`src/hdl/wsc_pkg.sv`:
```
package wsc_pkg;

  localparam int SampleBits = 16;
  localparam int CfgLenW    = 11;
  localparam int ThrW       = 16;
  localparam int CountW     = 32;
  localparam int CfgDataW   = 16;
  localparam int CfgIdxW    = 2;
  localparam int QueueDepth = 2;
  localparam int QPtrW      = 1;
  localparam int QCntW      = 2;

  typedef enum logic [CfgIdxW-1:0] {
    RegWindowLen = 2'd0,
    RegThreshold = 2'd1
  } cfg_reg_e;

  typedef struct packed {
    logic [SampleBits-1:0] sample;
    logic                  last;
  } in_item_t;

  typedef struct packed {
    logic              window_full;
    logic              meets;
    logic [CountW-1:0] match_count;
    logic              final_res;
  } out_item_t;

  // Classified sample handed from the front to the back.
  typedef struct packed {
    logic                  sub;
    logic                  full;
    logic                  last;
    logic [SampleBits-1:0] sample;
    logic [SampleBits-1:0] old_sample;
  } mid_item_t;

  typedef struct packed {
    logic      valid;
    mid_item_t item;
  } mid_xfer_t;

endpackage

```
`src/hdl/wsc_queue.sv`:
```
module wsc_queue import wsc_pkg::*; (
  input  logic      clk_i,
  input  logic      rst_ni,
  input  mid_xfer_t push_i,
  output logic      ready_o,
  input  logic      pop_i,
  output mid_xfer_t head_o
);

  mid_item_t        slots_q [QueueDepth];
  logic [QPtrW-1:0] wr_q, rd_q;
  logic [QCntW-1:0] cnt_q;
  logic             do_push, do_pop;

  assign ready_o     = (cnt_q != QCntW'(QueueDepth));
  assign do_push     = push_i.valid && ready_o;
  assign do_pop      = pop_i && (cnt_q != '0);
  assign head_o.valid = (cnt_q != '0);
  assign head_o.item  = slots_q[rd_q];

  always_ff @(posedge clk_i) begin
    if (do_push) begin
      slots_q[wr_q] <= push_i.item;
    end
  end

  always_ff @(posedge clk_i or negedge rst_ni) begin
    if (!rst_ni) begin
      wr_q  <= '0;
      rd_q  <= '0;
      cnt_q <= '0;
    end else begin
      if (do_push) begin
        wr_q <= (wr_q == QPtrW'(QueueDepth - 1)) ? '0 : wr_q + 1'b1;
      end
      if (do_pop) begin
        rd_q <= (rd_q == QPtrW'(QueueDepth - 1)) ? '0 : rd_q + 1'b1;
      end
      unique case ({do_push, do_pop})
        2'b10:   cnt_q <= cnt_q + 1'b1;
        2'b01:   cnt_q <= cnt_q - 1'b1;
        default: cnt_q <= cnt_q;
      endcase
    end
  end

endmodule

```
`config.mk`:
```
export PLATFORM = sky130hd
export DESIGN_NAME = wsc_queue
export DESIGN_NICKNAME = d
export VERILOG_FILES = /design/src/hdl/wsc_pkg.sv /design/src/hdl/wsc_queue.sv
export SDC_FILE = /design/constraint.sdc
export NUM_CORES = 1
export LEC_CHECK = 0
export BUFFER_PORTS_ARGS = -buffer_cell sky130_fd_sc_hd__buf_2
export CAP_MARGIN = 0
export CORE_AREA = 2 2 81 83
export CTS_CLUSTER_DIAMETER = 80
export DETAILED_ROUTE_END_ITERATION = 8
export DIE_AREA = 0 0 83 85
export GPL_ROUTABILITY_DRIVEN = 0
export HOLD_SLACK_MARGIN = 0.03
export MAX_ROUTING_LAYER = met4
export PLACE_DENSITY_LB_ADDON = 0.15
export SYNTH_ARGS = -nofsm -noshare
export SYNTH_HDL_FRONTEND = slang
export SYNTH_SLANG_ARGS = --single-unit
```
`constraint.sdc`:
```
create_clock -name clk_i -period 2.5 [get_ports clk_i]
set_input_delay 0 -clock clk_i [delete_from_list [all_inputs] [get_ports clk_i]]
set_output_delay 0 -clock clk_i [all_outputs]
set_load 0.03 [all_outputs]
```
# After elaboration in Yosys (flattened, before gate mapping)
# Memories as Yosys holds them, arrays and structs flattened.
# Cells that the tools add are included.
dict set report classes {
  n_mux 5
  add_sub_neg 4
  n_eq_ne 3
  n_reduce_logical 4
}
# cell count
set ops {}
lappend ops {{1-bit two-way mux} 4}
lappend ops {{2-bit one-hot mux with 2 select lines} 1}
lappend ops {{2-bit nonzero test} 2}
lappend ops {{1-bit adder, second input constant} 2}
lappend ops {{2-bit by 1-bit adder with 2-bit output, second input constant} 1}
lappend ops {{2-bit by 1-bit equality test with 1-bit output, second input constant} 1}
lappend ops {{2-bit equality test, second input constant} 1}
lappend ops {{1-bit logical AND} 2}
lappend ops {{2-bit != test, second input constant} 1}
lappend ops {{2-bit by 1-bit subtractor with 2-bit output, second input constant} 1}
dict set report word_totals {
  input_bits 39
  output_inout_bits 37
  mem_count 1
  regBits 4
  word_cells 20
  ramBits 70
}
# name words word_bits rd rd_clocked_by_memory_dff wr line_no
set mem_list {}
lappend mem_list {slots_q 2 35 1 0 1 wsc_queue.sv:10} ;# mid_item_t slots_q [QueueDepth];

# Logic depth before layout (Yosys ltp)
# Gate-level depths: netlist of run 1.
dict set report logic_depth {
  ltp_word 4
  ltp_mapped 6
  mapped_depth_nobuf 6
}

# Least setup slack after synthesis of run 1
# No wires, ideal clock.
dict set report synth_path {
  kind {reg2reg}
  from {register cnt_q[0]}
  to {memory slots_q[0][0] (netlist bit) (enable)}
  period_less_slack_ps 2805
  required_time_ps 2073
  arrival_time_ps 2378
  setup_slack_ps -305
  setup_time_ps 427
  path_buffers 0
  path_stages_with_launch 4
  cell_sequence {dfrtp_1 -> nand2b_1 -> nand2_1 -> nor2_1}
}
dict set report synth_between {
  elab_chain_len 4
}
# item line_no
set synth_lines {}
lappend synth_lines {{start: declaration} wsc_queue.sv:12} ;# logic [QCntW-1:0] cnt_q;
lappend synth_lines {{start signal: assignment} wsc_queue.sv:40} ;# 2'b10: cnt_q <= cnt_q + 1'b1;
lappend synth_lines {{start signal: assignment} wsc_queue.sv:41} ;# 2'b01: cnt_q <= cnt_q - 1'b1;
lappend synth_lines {{start signal: assignment} wsc_queue.sv:42} ;# default: cnt_q <= cnt_q;
lappend synth_lines {{2-bit != test} wsc_queue.sv:15} ;# assign ready_o = (cnt_q != QCntW'(QueueDepth));
lappend synth_lines {{named net ready_o} wsc_queue.sv:5} ;# output logic ready_o,
lappend synth_lines {{1-bit logical AND} wsc_queue.sv:16} ;# assign do_push = push_i.valid && ready_o;
lappend synth_lines {{1-bit two-way mux} wsc_queue.sv:22} ;# if (do_push) begin
lappend synth_lines {{1-bit two-way mux (not written as such)} wsc_queue.sv:23} ;# slots_q[wr_q] <= push_i.item;
lappend synth_lines {{end: declaration} wsc_queue.sv:10}
# The timed path passes the listed nets, and every way through them passes these cells.

==> reports/metrics.csv, run 1 <==
metric,value,unit
outcome,"finished, final reports clean",
reg-to-reg critical path startpoint,cnt_q[0]$_DFFE_PN0P_,
Die H,85,um
Post-DRT Antenna Nets,0,
maxcap violations,0,
final hold violation count,0,
largest net degree at the start of global routing,37,
post-synthesis sequential area ratio,80.4,%
routed length per instance,14.9,um
maximum root-to-sink buffer count,2,
setup TNS,0,ps
Reg2Reg Setup Slack,810,ps
total wire length,4910,um
Die X,83,um
relative slew slack,44.5,%
GRT Util Overall,14.6,%
CP required,2500,ps
P_leak,1.46,nW
vias in the first global route,1669,
Detailed Route Iter0 Violations,42,
row count,29,
clock sinks,74,
Worst R2R Path Depth,4,
# diodes,0,
PD cells,1160,mW/mm^2
Worst Setup End Kind,primary output,
IO Count,76,
final setup violation count,0,
clk_skew,5.93,ps
arrival time at the worst endpoint,1870,ps
total congestion overflow,0,
die area,0.00706,sq mm
post-synthesis cell type count,14,
Worst Hold Class,input port to register,
Root Driver,clkbuf_8,
"Reg clk slew, reported paths",70,ps
Core ar.,0.00620,sq mm
nets@finish,288,
Crit Path Max Fanout,36,
Avg Inst Size Synth,21.7,sq um
Slew @ Worst Pin,833,ps
number of antenna violations at the first check in global routing,0,
global-route wire length before repair,7670,um
Tmin final,1870,ps
fin util,61.3,%
share of layout cells above drive strength 1,52.0,%
hold path cells,3,
FF-to-FF End,slots_q[0][16]$_DFFE_PP_,
element type at the critical path start,register,
drt first pass iters,4,
Place WS,795,ps
initial core utilization,44.2,%
worst vdd ir,0.000733,V
final slew viol count,0,
Yosys warning total,0,
Setup CP Type,register to primary output,
vias,1526,
DRC viols,0,
unrepaired setup endpoints after global routing,false,
Post-Syn Instances,126,
Mapped Area,0.00274,sq mm
Mapped Nets,166,
register bit count reported by yosys,74,
"Period Utilization, post-route",74.7,%
Vias per Instance,4.64,
fin worst setup slack,632,ps
Num CTS Buffers,9,
Layout area overhead,38.8,%
"top cells by area, synth","edfxtp_1 77%, mux2_2 14%, dfrtp_1 3.7%, buf_6 1.6%, xnor2_1 0.96%",
Hold Path Origin,push_i[35],
Max Fclk,535,MHz
I/O Buffers,75,
Hold Path End,wr_q$_DFFE_PN0P_,
Synth top area share,76.7,%
"area leader, netlist",edfxtp_1,
Filler Cell Count,455,
CTS tree,built,
post-detail-place hpwl,3250,um
H-tree levels,3,
worst skew pair latency,320,ps
## layout by cell type (no fill, tap or decap), types with 2 or more instances in the layout
| master | count |
|---|---|
| buf_2 | 75 |
| edfxtp_1 | 70 |
| dlygate4sd3_1 | 38 |
| mux2_2 | 34 |
| clkbuf_8 | 9 |
| xnor2_1 | 3 |
| clkinv_2 | 3 |
| dfrtp_1 | 3 |
| xor2_1 | 2 |
| bufinv_16 | 2 |
| buf_12 | 2 |
## metal layers
layer / share of wire [%] / track usage [%] / vias to the layer above
met5: 0 / - / -
met2: 53 / 26.4 / 50
met1: 40 / 15.3 / 742
met3: 5.5 / 4.77 / 5
li1: - / - / 729
met4: 0.90 / 4.02 / 0
## critical path: stages, from the launching register on
cell and delay, ps:
dfrtp_2 910, mux2_2 430, buf_2 180
## kinds of logic (layout without fill, tap and decap cells)
logic type / count (synthesis) / after routing / share of synthesized area [%]
xor+xnor: 5 / 5 / 1.60
fa+ha+maj: 1 / 1 / 0.457
buf+inv: 4 / 130 / 1.64
flops: 74 / 74 / 80.4
mux: 35 / 35 / 14.5
simple gates: 7 / 7 / 1.42
## layout make-up
cell class / instances / area [sq um] / area share, %
well taps: 77 / 96.3 / 2.53
flip-flops and latches: 74 / 2200 / 57.9
multi-input cells: 48 / 502 / 13.2
clock inverters: 6 / 82.6 / 2.17
repair buffers: 115 / 796 / 20.9
clock buffers: 9 / 124 / 3.26
## sequential cells by signal, summed over array words and instances, names as in the netlist
signal,cells
wr_q,1
cnt_q,2
rd_q,1
slots_q,70
## how the worst max path moves through the flow
| stage | from | to | slack, ps | cells past startpoint |
|---|---|---|---|---|
| finish | rd_q$_DFFE_PN0P_ | head_o[28] | 630 | 2 |
| global placement | cnt_q[0]$_DFFE_PN0P_ | slots_q[0][18]$_DFFE_PP_ | 890 | 4 |
| CTS | rd_q$_DFFE_PN0P_ | head_o[7] | 590 | 2 |
| detailed placement | cnt_q[0]$_DFFE_PN0P_ | slots_q[0][34]$_DFFE_PP_ | 790 | 4 |
| floorplan | cnt_q[0]$_DFFE_PN0P_ | slots_q[0][0]$_DFFE_PP_ | 270 | 3 |
| global route | rd_q$_DFFE_PN0P_ | head_o[28] | 520 | 2 |
## synth_stat cells
library cell  number
and2_4             1
and3_1             1
buf_6              4
dfrtp_1            4
edfxtp_1          70
ha_1               1
mux2_2            34
mux2_4             1
nand2_1            1
nand2b_1           1
nor2_1             2
or2_1              1
xnor2_1            3
xor2_1             2
## metrics by stage
stage	hold slack (ps)	total power, mW	area [sq um]	cells
floorplan	-296	3.05	2740	126
global placement	-195	3.42	3220	276
detailed placement	-190	3.48	3220	276
CTS	44.7	4.48	3800	329
global route	66.6	4.63	3800	329
finish	53.9	4.42	3800	329
## power by group
part	internal [mW]	switching, mW	leakage, nW
logic	0.622	0.955	0.656
registers	1.70	0.196	0.696
clock network	0.551	0.398	0.105
## timing repair
| item | 4_1_cts | 5_1_grt |
|---|---|---|
| hold endpoints to repair | 75 | 0 |
| endpoints found under the setup margin | 0 | 0 |
| setup buffers | 0 | 0 |
| gates resized for setup | 0 | 0 |
| hold buffers | 38 | 0 |
(Power assumes the default switching activity.)
==> run 2, diff against run 1 <==
==> constraint.sdc (replaced) <==
create_clock -name clk_i -period 1.5 [get_ports clk_i]
set_input_delay 0 -clock clk_i [delete_from_list [all_inputs] [get_ports clk_i]]
set_output_delay 0 -clock clk_i [all_outputs]
set_load 0.03 [all_outputs]
==> reports/metrics.csv, run 2 (same netlist as run 1, synthesis figures left out) <==
metric,value,unit
Vias per Instance,4.67,
die area,0.00706,sq mm
GRT Util Overall,15.8,%
final hold violation count,0,
Die X,83,um
Worst R2R Path Depth,6,
Core ar.,0.00620,sq mm
reg-to-reg critical path startpoint,cnt_q[1]$_DFFE_PN0P_,
PD cells,1960,mW/mm^2
Root Driver,clkbuf_8,
Worst Setup End Kind,primary output,
Clk pwr share,15.7,%
DRC viols,0,
CP startpoint,rd_q$_DFFE_PN0P_,
Num CTS Buffers,9,
I/O Buffers,75,
max reg flops,70,
Post-DRT Antenna Nets,0,
arrival time at the worst endpoint,1500,ps
H-tree levels,3,
element type at the critical path start,register,
top flop regs,"slots_q x70, cnt_q x2",
Worst Hold Class,input port to register,
total wire length,5160,um
clk_skew,5.52,ps
outcome,"finished, final reports clean",
clock sinks,74,
IO Count,76,
sequential share of power,36.9,%
largest net degree at the start of global routing,36,
Placed Area,0.00327,sq mm
Die H,85,um
row count,29,
combinational share of power,47.4,%
Detailed Route Iter0 Violations,53,
Max Fclk,669,MHz
number of antenna violations at the first check in global routing,0,
Layout area overhead,51.6,%
CTS tree,built,
share of layout cells above drive strength 1,55.0,%
unrepaired setup endpoints after global routing,true,
"Reg clk slew, reported paths",80,ps
final slew viol count,0,
"commonest non-fill, non-tap cell in the layout",edfxtp_1,
sw frac,35.1,%
post-detail-place hpwl,3090,um
Setup CP Type,register to primary output,
Tmin final,1500,ps
Reg2Reg Setup Slack,50,ps
vias in the first global route,1737,
Filler Cell Count,424,
maximum root-to-sink buffer count,2,
"Period Utilization, post-route",99.7,%
Sw Pwr,2.85,mW
worst skew pair latency,320,ps
Slew @ Worst Pin,203,ps
P_int,5.27,mW
Crit Path Max Fanout,18,
Biggest register,slots_q,
Final Instance Area,0.00416,sq mm
Worst Setup EP,head_o[0],
P_leak,1.63,nW
routed length per instance,15.2,um
# diodes,0,
global-route wire length before repair,8210,um
vias,1584,
maxcap violations,0,
nets@finish,297,
drt first pass iters,4,
most frequent cells in the layout,"70 x edfxtp_1, 42 x buf_2, 39 x dlygate4sd3_1",
total congestion overflow,0,
Final Total Pwr,8.13,mW
relative slew slack,86.4,%
CP required,1500,ps
initial core utilization,44.2,%
FF-to-FF End,cnt_q[1]$_DFFE_PN0P_,
worst vdd ir,0.00137,V
final setup violation count,0,
==> run 2: how the worst min path moves through the flow <==
stage / from / to / slack (ps) / depth (start not counted)
6_report: push_i[19] / slots_q[1][19]$_DFFE_PP_ / 400 / 2
4_1_cts: push_i[34] / slots_q[1][34]$_DFFE_PP_ / 380 / 2
2_1_floorplan: rst_ni / cnt_q[0]$_DFFE_PN0P_ / -300 / 0
3_3_place_gp: rst_ni / cnt_q[0]$_DFFE_PN0P_ / -200 / 1
3_5_place_dp: rst_ni / cnt_q[1]$_DFFE_PN0P_ / -190 / 1
5_1_grt: push_i[9] / slots_q[1][9]$_DFFE_PP_ / 390 / 2
==> run 2: routing by layer <==
layer	GRT usage [%]	share of wire, %	vias to the layer above
met4	5.96	1.3	0
met5	-	0	-
li1	-	-	753
met2	28.2	55	46
met1	17.2	40	779
met3	3.89	3.7	6
==> run 2: area by class of cell <==
class                           count  area, sq um  area share [%]
Sequential cell                    74         2200            53.0
Clock inverter                      7         46.3            1.11
Multi-Input combinational cell     48          603            14.5
Timing Repair Buffer              124         1080            26.0
Clock buffer                        9          124            2.98
Tap cell                           77         96.3            2.32
==> run 2: through the flow <==
stage          worst slack (ps)  hold slack, ps  instances  setup TNS, ps  util (%)
2_1_floorplan              -126            -296        126          -6560         -
3_3_place_gp               98.7            -196        280              0      52.8
3_5_place_dp               18.4            -190        280              0      52.8
4_1_cts                   -34.1             380        337           -138      64.8
5_1_grt                   -54.3             393        339           -896      67.0
6_report                   4.90             396        339              0      67.0
==> run 2: worst max-delay path: stages, from the launching register on <==
cell and delay (ps):
dfrtp_2 450, buf_12 210, mux2_2 360, buf_6 140
==> run 2: power groups by stage <==
stage               Sequential [mW]  Clock (mW)  Combinational [mW]
finish                         3.00        1.28                3.85
global route                   3.03        1.41                4.06
CTS                            2.99        1.32                3.55
detailed placement             3.01           0                2.92
global placement               2.98           0                2.88
floorplan                      2.98           0                2.14
==> run 2: repair_timing <==
action | in CTS | in global routing
endpoints found under the hold margin | 76 | 0
setup endpoints to repair | 36 | 36
hold buffers | 39 | 0
buffers inserted | 1 | 2
gates cloned | 1 | 0
pin swaps | 1 | 4
resized for setup | 52 | 31
