==> src/hdl/wsc_pkg.sv <==
package wsc_pkg;

  localparam int SampleBits = 16;
  localparam int CfgLenW    = 11;
  localparam int ThrW       = 16;
  localparam int CountW     = 32;
  localparam int CfgDataW   = 16;
  localparam int CfgIdxW    = 2;
  localparam int QueueDepth = 2;
  localparam int QPtrW      = 1;
  localparam int QCntW      = 2;

  typedef enum logic [CfgIdxW-1:0] {
    RegWindowLen = 2'd0,
    RegThreshold = 2'd1
  } cfg_reg_e;

  typedef struct packed {
    logic [SampleBits-1:0] sample;
    logic                  last;
  } in_item_t;

  typedef struct packed {
    logic              window_full;
    logic              meets;
    logic [CountW-1:0] match_count;
    logic              final_res;
  } out_item_t;

  // Classified sample handed from the front to the back.
  typedef struct packed {
    logic                  sub;
    logic                  full;
    logic                  last;
    logic [SampleBits-1:0] sample;
    logic [SampleBits-1:0] old_sample;
  } mid_item_t;

  typedef struct packed {
    logic      valid;
    mid_item_t item;
  } mid_xfer_t;

endpackage

==> src/hdl/wsc_back.sv <==
module wsc_back import wsc_pkg::*; #(
  parameter int LenW = 11,
  parameter int SumW = 27
) (
  input  logic            clk_i,
  input  logic            rst_ni,
  input  logic            clr_i,
  input  logic [LenW-1:0] len_i,
  input  logic [ThrW-1:0] thr_i,
  input  mid_xfer_t       head_i,
  output logic            q_pop_o,
  input  logic            pop_i,
  output logic            out_valid_o,
  output out_item_t       out_o
);

  localparam int CmpW = LenW + ThrW;

  logic [CmpW-1:0]   target_q;
  logic [SumW-1:0]   sum_q, sum_n;
  logic [CountW-1:0] cnt_q, cnt_n;
  logic              ov_q;
  out_item_t         out_q;
  logic              take, meets;

  assign take    = head_i.valid && (!ov_q || pop_i);
  assign q_pop_o = take;

  // Target loads each cycle; user must move config only when idle.
  always_ff @(posedge clk_i) begin
    target_q <= CmpW'(len_i) * CmpW'(thr_i);
  end

  always_comb begin
    sum_n = sum_q + SumW'(head_i.item.sample)
          - (head_i.item.sub ? SumW'(head_i.item.old_sample) : '0);
    meets = head_i.item.full && (CmpW'(sum_n) >= target_q);
    cnt_n = (meets && (cnt_q != '1)) ? cnt_q + 1'b1 : cnt_q;
  end

  always_ff @(posedge clk_i or negedge rst_ni) begin
    if (!rst_ni) begin
      sum_q <= '0;
      cnt_q <= '0;
      ov_q  <= 1'b0;
    end else if (clr_i) begin
      sum_q <= '0;
      cnt_q <= '0;
      ov_q  <= 1'b0;
    end else begin
      if (take) begin
        ov_q  <= 1'b1;
        sum_q <= head_i.item.last ? '0 : sum_n;
        cnt_q <= head_i.item.last ? '0 : cnt_n;
      end else if (pop_i) begin
        ov_q <= 1'b0;
      end
    end
  end

  always_ff @(posedge clk_i) begin
    if (take) begin
      out_q.window_full <= head_i.item.full;
      out_q.meets       <= meets;
      out_q.match_count <= cnt_n;
      out_q.final_res   <= head_i.item.last;
    end
  end

  assign out_valid_o = ov_q;
  assign out_o       = out_q;

endmodule

==> config.mk <==
export PLATFORM = sky130hd
export DESIGN_NAME = wsc_back
export DESIGN_NICKNAME = d
export VERILOG_FILES = /design/src/hdl/wsc_pkg.sv /design/src/hdl/wsc_back.sv
export SDC_FILE = /design/constraint.sdc
export NUM_CORES = 1
export LEC_CHECK = 0
export BUFFER_PORTS_ARGS = -buffer_cell sky130_fd_sc_hd__buf_2
export CAP_MARGIN = 20
export CORE_ASPECT_RATIO = 0.5
export CORE_MARGIN = 10
export CORE_UTILIZATION = 60
export CTS_CLUSTER_DIAMETER = 30
export CTS_CLUSTER_SIZE = 24
export DETAILED_ROUTE_END_ITERATION = 16
export PLACE_DENSITY_LB_ADDON = 0.15
export SETUP_SLACK_MARGIN = 0.15
export SYNTH_ARGS = -nofsm -noshare
export SYNTH_HDL_FRONTEND = slang
export SYNTH_SLANG_ARGS = --single-unit
==> constraint.sdc <==
create_clock -name clk_i -period 6.14 [get_ports clk_i]
set_input_delay 1.228 -clock clk_i [delete_from_list [all_inputs] [get_ports clk_i]]
set_output_delay 1.228 -clock clk_i [all_outputs]
set_load 0.02 [all_outputs]
Word-level counts from Yosys, hierarchy flattened --
Index checks and enable logic that the tools add are counted. Widths: inputs -> output; s select.
Storage, ports and cells: register bits after elaboration 122, output and inout port bits 37, bits of input ports 67, word-level logic and storage cells 32
Cells by class: order comparisons 1, multiply operators 1, add/subtract/negate cells 3, equality and inequality tests 1, reduce and logical (&&, ||, !) cells 7, muxes and demuxes 11
Operator list (number):
- $mux 32 | 4
- $mux 27 | 3
- $add 32x1->32 const B | 1
- $ne 32x32->1 const B | 1
- $add 27x16->27 | 1
- $ge 27x27->1 | 1
- $mul 11x16->27 | 1
- $sub 27x16->27 | 1
- $mux 16 | 1
- $logic_and 1x1->1 | 3
- $mux 1 | 3
- $reduce_bool 3->1 | 1
- $reduce_bool 2->1 | 1
- $logic_not 1->1 | 1
- $logic_or 1x1->1 | 1

Logic depth before layout (Yosys ltp) --
Gate-level depths: netlist (run 1).
word-level depth 9, mapped depth 26, mapped depth without buffers 24

Least setup slack after synthesis (run 1) --
OpenSTA, ideal clock, no wires.
path kind in2reg, from input len_i[2], to register target_q[26], path buffers 1, stages 20, data required time 6.068 ns, library setup time 0.072 ns, path slack 0.023 ns, arrival 6.045 ns, cell sequence clkbuf_1 nand2_1 fa_1 inv_1 fa_1 inv_1 fa_1 inv_1 fa_1 inv_1 fa_1 inv_1 ha_1 or4_1 a31oi_1 a311o_1 a31oi_1 a21o_1 a21oi_1 xnor2_1
On the way: word-level cells in the longest chain between the ends 1
RTL lines:
- start: declaration | RTL line wsc_back.sv:8 | input logic [LenW-1:0] len_i,
- $mul 11x16->27 | RTL line wsc_back.sv:31 | target_q <= CmpW'(len_i) * CmpW'(thr_i);
- end signal: assignment | RTL line wsc_back.sv:31
- end: declaration | RTL line wsc_back.sv:19 | logic [CmpW-1:0] target_q;
No other way between the ends. A chain may end at the register's enable or synchronous reset.

Worst setup path after layout (run 1) --
from input head_i[15] (netlist name), to register out_q (netlist bit out_o[18]), data pin
On the way: word-level cells in the longest chain between the ends 6
RTL lines:
- start: declaration | RTL line wsc_back.sv:10 | input mid_xfer_t head_i,
- $mux 16 | RTL line wsc_back.sv:36 | - (head_i.item.sub ? SumW'(head_i.item.old_sample) : '0);
- $sub 27x16->27 | RTL line wsc_back.sv:36
- $ge 27x27->1 | RTL line wsc_back.sv:37 | meets = head_i.item.full && (CmpW'(sum_n) >= target_q);
- $logic_and 1x1->1 | RTL line wsc_back.sv:37
- $logic_and 1x1->1 | RTL line wsc_back.sv:38 | cnt_n = (meets && (cnt_q != '1)) ? cnt_q + 1'b1 : cnt_q;
- $mux 32 | RTL line wsc_back.sv:38
- named net cnt_n[17] | RTL line wsc_back.sv:21 | logic [CountW-1:0] cnt_q, cnt_n;
- end: declaration | RTL line wsc_back.sv:23 | out_item_t out_q;
The timed path passes the listed nets, and every way through them passes these cells.

==> results of run 1 <==
==> per-stage QoR <==
| stage | cell area [µm²] | power [mW] | setup WS, ps | hold slack, ps | util [%] |
|---|---|---|---|---|---|
| floorplan | 13200 | 4.54 | 149 | 460 | - |
| global placement | 14700 | 5.95 | -259 | 479 | 68.1 |
| detailed placement | 14700 | 6.10 | -449 | 495 | 68.2 |
| CTS | 15400 | 7.18 | 150 | 503 | 71.2 |
| global route | 16000 | 8.39 | -52.8 | 525 | 74.0 |
| finish | 16000 | 7.76 | 51.8 | 507 | 74.0 |
==> cells in the final DEF (no fill, tap or decap), types with 8 or more instances in the layout <==
| master | count |
|---|---|
| inv_1 | 246 |
| nand2_1 | 157 |
| fa_1 | 141 |
| buf_4 | 131 |
| ha_1 | 109 |
| and2_1 | 101 |
| buf_2 | 101 |
| dfrtp_1 | 60 |
| xnor2_1 | 54 |
| o21ai_0 | 53 |
| a21oi_1 | 50 |
| nor2_1 | 43 |
| edfxtp_1 | 35 |
| dfxtp_1 | 27 |
| a21o_1 | 23 |
| nand3_1 | 21 |
| nand4_1 | 18 |
| clkbuf_16 | 18 |
| xor2_1 | 16 |
| nor3_1 | 13 |
| a31oi_1 | 13 |
| o21ai_1 | 12 |
| buf_6 | 11 |
| o21a_1 | 10 |
| or3_1 | 10 |
| ha_4 | 9 |
| and3_1 | 8 |
| nand2b_1 | 8 |
| xnor2_2 | 8 |
| nor2b_1 | 8 |
==> registers in the layout, indices dropped and copies added (netlist names) <==
| signal | flops |
|---|---|
| sum_q | 27 |
| out_o | 35 |
| cnt_q | 32 |
| target_q | 27 |
| out_valid_o | 1 |
==> cell families after synthesis <==
| group | share of synthesized area [%] |
|---|---|
| simple gates | 16.6 |
| buf+inv | 9.10 |
| fa+ha+maj | 33.0 |
| compound gates | 12.4 |
| flops | 23.6 |
| xor+xnor | 5.21 |
| mux | 0.153 |
==> Yosys cell counts (4+ instances only) <==
master / count / area [µm²]
nand2b_1: 8 / 50.1
buf_1: 4 / 15.0
buf_2: 5 / 25.0
xor2_1: 16 / 140
o41ai_1: 7 / 61.3
nor2b_1: 8 / 50.1
nand3_1: 23 / 115
nor3_1: 17 / 85.1
nor2_1: 51 / 191
dfxtp_1: 27 / 541
edfxtp_1: 35 / 1050
nand4_1: 18 / 113
o21bai_1: 4 / 30.0
xnor2_1: 62 / 543
nand2_1: 159 / 597
clkbuf_1: 48 / 180
or3_1: 13 / 81.3
o21ai_0: 65 / 325
inv_1: 247 / 927
o31ai_1: 8 / 60.1
a22o_1: 4 / 35.0
a21oi_1: 55 / 275
a21o_1: 23 / 173
a31o_2: 6 / 52.6
a41oi_1: 5 / 43.8
fa_1: 141 / 2820
and2_1: 103 / 644
and3_1: 8 / 50.1
dfrtp_1: 60 / 1500
o21a_1: 10 / 75.1
a211oi_1: 7 / 52.6
o22ai_1: 5 / 31.3
a31oi_1: 15 / 93.8
o211ai_1: 4 / 30.0
ha_1: 120 / 1500
==> what timing repair did <==
action	4_1_cts	5_1_grt
gates cloned	0	3
pin swaps	5	50
setup endpoints to repair	63	68
setup buffers	2	21
gates resized for setup	8	91
==> critical path, cell delays in order <==
cell      delay, ps
buf_2           110
and2_1          160
fa_1            470
inv_1            60
ha_4            240
buf_6           130
a21oi_4         160
o21ai_2          80
a311o_1         410
nor4bb_4        420
or3_4           210
o21bai_1         80
xor2_1          170
ha_1            330
a21o_1          140
a21o_1          130
a21oi_2          60
and3b_2         220
a221oi_2        240
buf_4           170
a21boi_4        240
buf_6           160
buf_4           110
buf_6           100
nand4b_1        200
xnor2_2         220
==> layout make-up <==
| type | count | area (µm²) | area share [%] |
|---|---|---|---|
| Multi-Input combinational cell | 1017 | 9260 | 58.0 |
| Clock inverter | 14 | 145 | 0.909 |
| Inverter | 247 | 927 | 5.81 |
| Sequential cell | 122 | 3090 | 19.4 |
| Tap cell | 300 | 375 | 2.35 |
| Timing Repair Buffer | 249 | 1720 | 10.8 |
| Clock buffer | 18 | 439 | 2.75 |
==> how the worst min path moves through the flow <==
stage,startpoint,end,depth (start not counted)
2_1_floorplan,cnt_q[29],cnt_q[29],1
5_1_grt,cnt_q[29],cnt_q[29],1
3_3_place_gp,cnt_q[29],cnt_q[29],1
3_5_place_dp,cnt_q[29],cnt_q[29],1
4_1_cts,cnt_q[29],cnt_q[29],1
6_report,cnt_q[29],cnt_q[29],1
==> per-layer routing <==
| metal | GRT usage [%] | vias up |
|---|---|---|
| met5 | 0 | - |
| met4 | 6.00 | 0 |
| met3 | 3.84 | 43 |
| met2 | 37.3 | 346 |
| met1 | 29.0 | 5302 |
| li1 | - | 5137 |
==> report_power, final <==
group          internal [mW]  switching, mW  total [mW]
Combinational           2.79           2.92        5.71
Sequential              1.02         0.0474        1.07
Clock                  0.607          0.379       0.987
==> metrics.yaml, run 1 <==
placed_cells: 1909
grt_max_degree: 61
synthesis.area_um2: 13100
final_nets: 1982
syn-instance-count: 1448
met1_length_um: 14500
cts_buffers: 17
grt.total_usage_pct: 22.2
cp-start-kind: "input pin"
arrival_ps: 6250
num_vias: 10800
coreArea_um2: 21600
die_x_um: 229
grt_pass1_vias: 11000
dieArea_um2: 28500
cts.sinks: 122
critPathMaxFanout: 8
yosysSeqAreaShare_pct: 23.6
synth_seq_cells: 122
wl_met3_um: 1810
power_density_nw_per_um2: 486
relSlewSlack_pct: 23.6
dp_hpwl_um: 24900
timing.fmax_mhz: 164
antenna_cells: 0
wl_met2_um: 16100
post-route-min-period_ps: 6090
area_delta_synth_final_pct: 21.7
first_pass_iters: 5
ys_types: 69
io_buffers: 103
die_h_um: 125
synth-edff-count: 35
std_cell_rows: 38
outcome: "finished, final reports clean"
yosys_warnings: 0
clk_latency_ps: 420
ioPinCount: 104
cap_viol_max_count: 0
cts_max_level: 4
maxSlewViolCount: 0
hp-class: "reg -> reg"
setup.worst_path.end: "out_o[18]"
gp_congestion: 0.933
cp-startpoint: "head_i[15]"
fillers: 1553
peakVddDrop_uv: 328
grt_overflow: 0
fin_tns_setup_ps: 0
cp-end-kind: "flop"
cts_buffer_depth: 2
ys.flop_type: "dfrtp_1"
hold_violations: 0
drt_iter0_drc: 788
start_util_pct: 60.8
cts_tree: "built"
drc: 0
crit_type: "in -> reg"
hold_buffers: 0
synthArstFlopShare_pct: 49.2
grt_first_pass_wirelength_um: 52900
drtAntennaViolNets: 0
timing.final.crit_share_pct: 99.2
layout-drive-gt1-share_pct: 21.9
rsz0062_at_grt: "true"
critPathRequiredTime_ps: 6300
ff2ff_setup_slack_ps: 730
antenna_found_initial: 0
top_layer: "met4"
wire_per_inst_um: 16.7
clk_pin_slew_ps: 60
viasPerCell: 5.50
r2r_end: "out_o[18]"
r2r_start: "sum_q[15]"
skew_ps: 10.8
cts_root_buf: "clkbuf_16"
tightest_slew_ps: 1140
avgSynthCellArea_um2: 9.06
p_leak_nw: 7.76
instances_no_fill: 1967
r2r_cells: 25
drt-total-wl_um: 32900
setup_viol: 0
synth_fp_nets: 1776
(Power assumes the default switching activity.)
==> run 2: changes to the inputs <==
Settings changed: CELL_PAD_IN_SITES_DETAIL_PLACEMENT from default to 0, CELL_PAD_IN_SITES_GLOBAL_PLACEMENT from default to 1, CORE_UTILIZATION 60 to 48.
==> run 2 against run 1 <==
Effect of this change:
- critical path depth decreased by 4
- largest cell class unchanged
- clock power is essentially flat
- power up 2.7%
- fmax grew 2.6%
- register-to-register slack better by 140 ps
==> metrics.yaml, run 2 (same netlist as run 1, synthesis figures left out) <==
fin_tns_setup_ps: 0  # unchanged
wire_per_inst_um: 16.5  # -1.2%
final_common_cell: "inv_1"
pwr-share-seq_pct: 13.4  # -0.3 points
dp_hpwl_um: 26200  # +5.3%
num_vias: 10600  # -1.7%
cap_viol_max_count: 0  # unchanged
crit_type: "in -> reg"
peakVddDrop_uv: 413  # +26%
power.total_mw: 7.97  # +2.7%
viasPerCell: 5.21  # -5.3%
power.switching_mw: 3.40  # +1.6%
multi_input_area_um2: 9180  # -0.89%
grt_max_degree: 61  # unchanged
fillers: 2341  # +51%
cts_buffer_depth: 2  # unchanged
critPathRequiredTime_ps: 6310  # about the same
start_util_pct: 49.2  # -12 points
grt.total_usage_pct: 19.6  # -2.6 points
critPathMaxFanout: 7  # -1
std_cell_rows: 42  # +11%
pwr-share-clk_pct: 12.7  # about the same
die_h_um: 137  # +9.9%
crit_path_cell_trace: "buf_12, buf_6, and2_4, fa_1, inv_2, ha_4, buf_6, a211o_1, o221a_1, a31o_4, a2111oi_4, o41ai_2, xor2_1, ha_1, a21o_1, a21oi_2, and3b_2, a221oi_4, a21boi_4, nand3_2, or3_4, xnor2_1"
drt_iter0_drc: 587  # -26%
cts_tree: "built"
gp_congestion: 0.932  # about the same
combPwrFrac_pct: 73.9  # +0.4 points
antenna_cells: 0  # unchanged
area_delta_synth_final_pct: 23.6
hp-class: "reg -> reg"
arrival_ps: 6110  # -140 ps
relSlewSlack_pct: 27.6  # +4.0 points
regArea_um2: 3090  # unchanged
hold_violations: 0  # unchanged
clk_latency_ps: 430  # about the same
drtAntennaViolNets: 0  # unchanged
io_buffers: 103  # unchanged
layout-drive-gt1-share_pct: 22.2  # +0.35 points
cp-start-kind: "input pin"
setup_viol: 0  # unchanged
drt-total-wl_um: 33800  # +2.5%
dpl_cell_area_um2: 15100  # +2.6%
rsz0062_at_grt: "true"
power_density_nw_per_um2: 492  # +1.1%
largest_register_ffs: 35  # unchanged
clk_pin_slew_ps: 60  # about the same
coreArea_um2: 26600  # +23%
tightest_slew_ps: 1080  # -58.9 ps
p_leak_nw: 7.89  # +1.6%
post-route-worst-setup-slack_ps: 204  # +152 ps
layout_common_cells: "inv_1 (246), nand2_1 (156), buf_4 (147)"
final_nets: 2005  # +1.2%
cp-end-kind: "flop"
grt_pass1_vias: 11100  # +0.39%
whs_ps: 510  # +3.38 ps
grt_overflow: 0  # unchanged
skew_ps: 17.3  # +6.49 ps
critPathSlowestCell: "fa_1"
cts_buffers: 17  # unchanged
first_pass_iters: 5  # unchanged
cpPeakStageDelay_ps: 510  # +40 ps
timing.final.crit_share_pct: 96.7  # -2.5 points
timing.fmax_mhz: 168  # +2.6%
grt_first_pass_wirelength_um: 55400  # +4.8%
cts_root_buf: "clkbuf_16"
outcome: "finished, final reports clean"
dpl_worst_slack_ps: -455  # -5.44 ps
cp_common_cell: "buf_6"
design_area_um2: 16200  # +1.5%
hold_buffers: 0  # unchanged
maxSlewViolCount: 0  # unchanged
ioPinCount: 104  # unchanged
drc: 0  # unchanged
post-route-min-period_ps: 5940  # -152 ps
dieArea_um2: 34700  # +22%
swShare_pct: 42.6  # -0.44 points
die_x_um: 254  # +11%
cts.sinks: 122  # unchanged
cts_max_level: 4  # unchanged
internal-power_mw: 4.57  # +3.5%
antenna_found_initial: 0  # unchanged
==> run 2: changes by cell type in the layout (fill, tap and decap cells not counted), sizes merged <==
cell,before,now
buf,247,271
clkinv,7,5
inv,249,252
clkbuf,20,19
clkinvlp,3,2
==> run 2: cell type report <==
| cell class | instances | area share [%] |
|---|---|---|
| clock buffers | 18 | 2.65 |
| clock inverters | 14 | 0.996 |
| inverters | 247 | 5.72 |
| multi-input cells | 1017 | 56.6 |
| flip-flops and latches | 122 | 19.1 |
| well taps | 352 | 2.72 |
| repair buffers | 272 | 12.2 |
==> run 2: metrics by stage <==
| step | cells | utilization [%] |
|---|---|---|
| after detailed placement | 1991 | 56.6 |
| after CTS | 2028 | 59.3 |
| after global placement | 1990 | 56.6 |
| after global routing | 2042 | 60.8 |
| after floorplan | 1448 | - |
| final | 2042 | 60.8 |
==> run 2: power groups by stage <==
stage                     Clock [mW]  Sequential [mW]  Combinational, mW
final                           1.01             1.07               5.89
after global routing            1.07             1.08               6.59
after CTS                       1.03             1.07               5.49
after detailed placement           0             1.09               5.34
after global placement             0             1.08               5.27
after floorplan                    0             1.09               3.44
==> run 2: final timing paths <==
check / start / cells past startpoint / end / slack [ps]
max in group asynchronous: rst_ni / 2 / sum_q[16] / 4610
worst min register to register: cnt_q[29] / 1 / cnt_q[29] / 510
worst max-delay path: head_i[34] / 22 / out_o[16] / 200
min in group asynchronous: rst_ni / 2 / cnt_q[0] / 990
worst max register to register: sum_q[14] / 21 / out_o[16] / 870
worst min-delay path: cnt_q[29] / 1 / cnt_q[29] / 510
==> run 2: routing by layer <==
metal / track usage, % / vias up / wire length (µm)
met2: 33.6 / 205 / 16400
met5: 0 / - / 0
li1: - / 5189 / -
met1: 25.6 / 5217 / 15700
met3: 2.88 / 33 / 1220
met4: 4.76 / 0 / 420
==> run 2: worst max-delay path, delay by kind of cell <==
kind / cells / cell delay, ps
AOI/OAI and AO/OA: 9 / 2090
adders and majority gates: 3 / 1040
and+or+nand+nor: 4 / 1030
xor gates and xnor gates: 2 / 310
buffers and inverters: 4 / 400
==> run 2: repair_timing <==
item                                    in CTS  in global routing
cloned                                       1                  1
endpoints found under the setup margin      40                 69
buffers inserted                             4                 13
resized for setup                           14                 64
pin swaps                                    6                 39
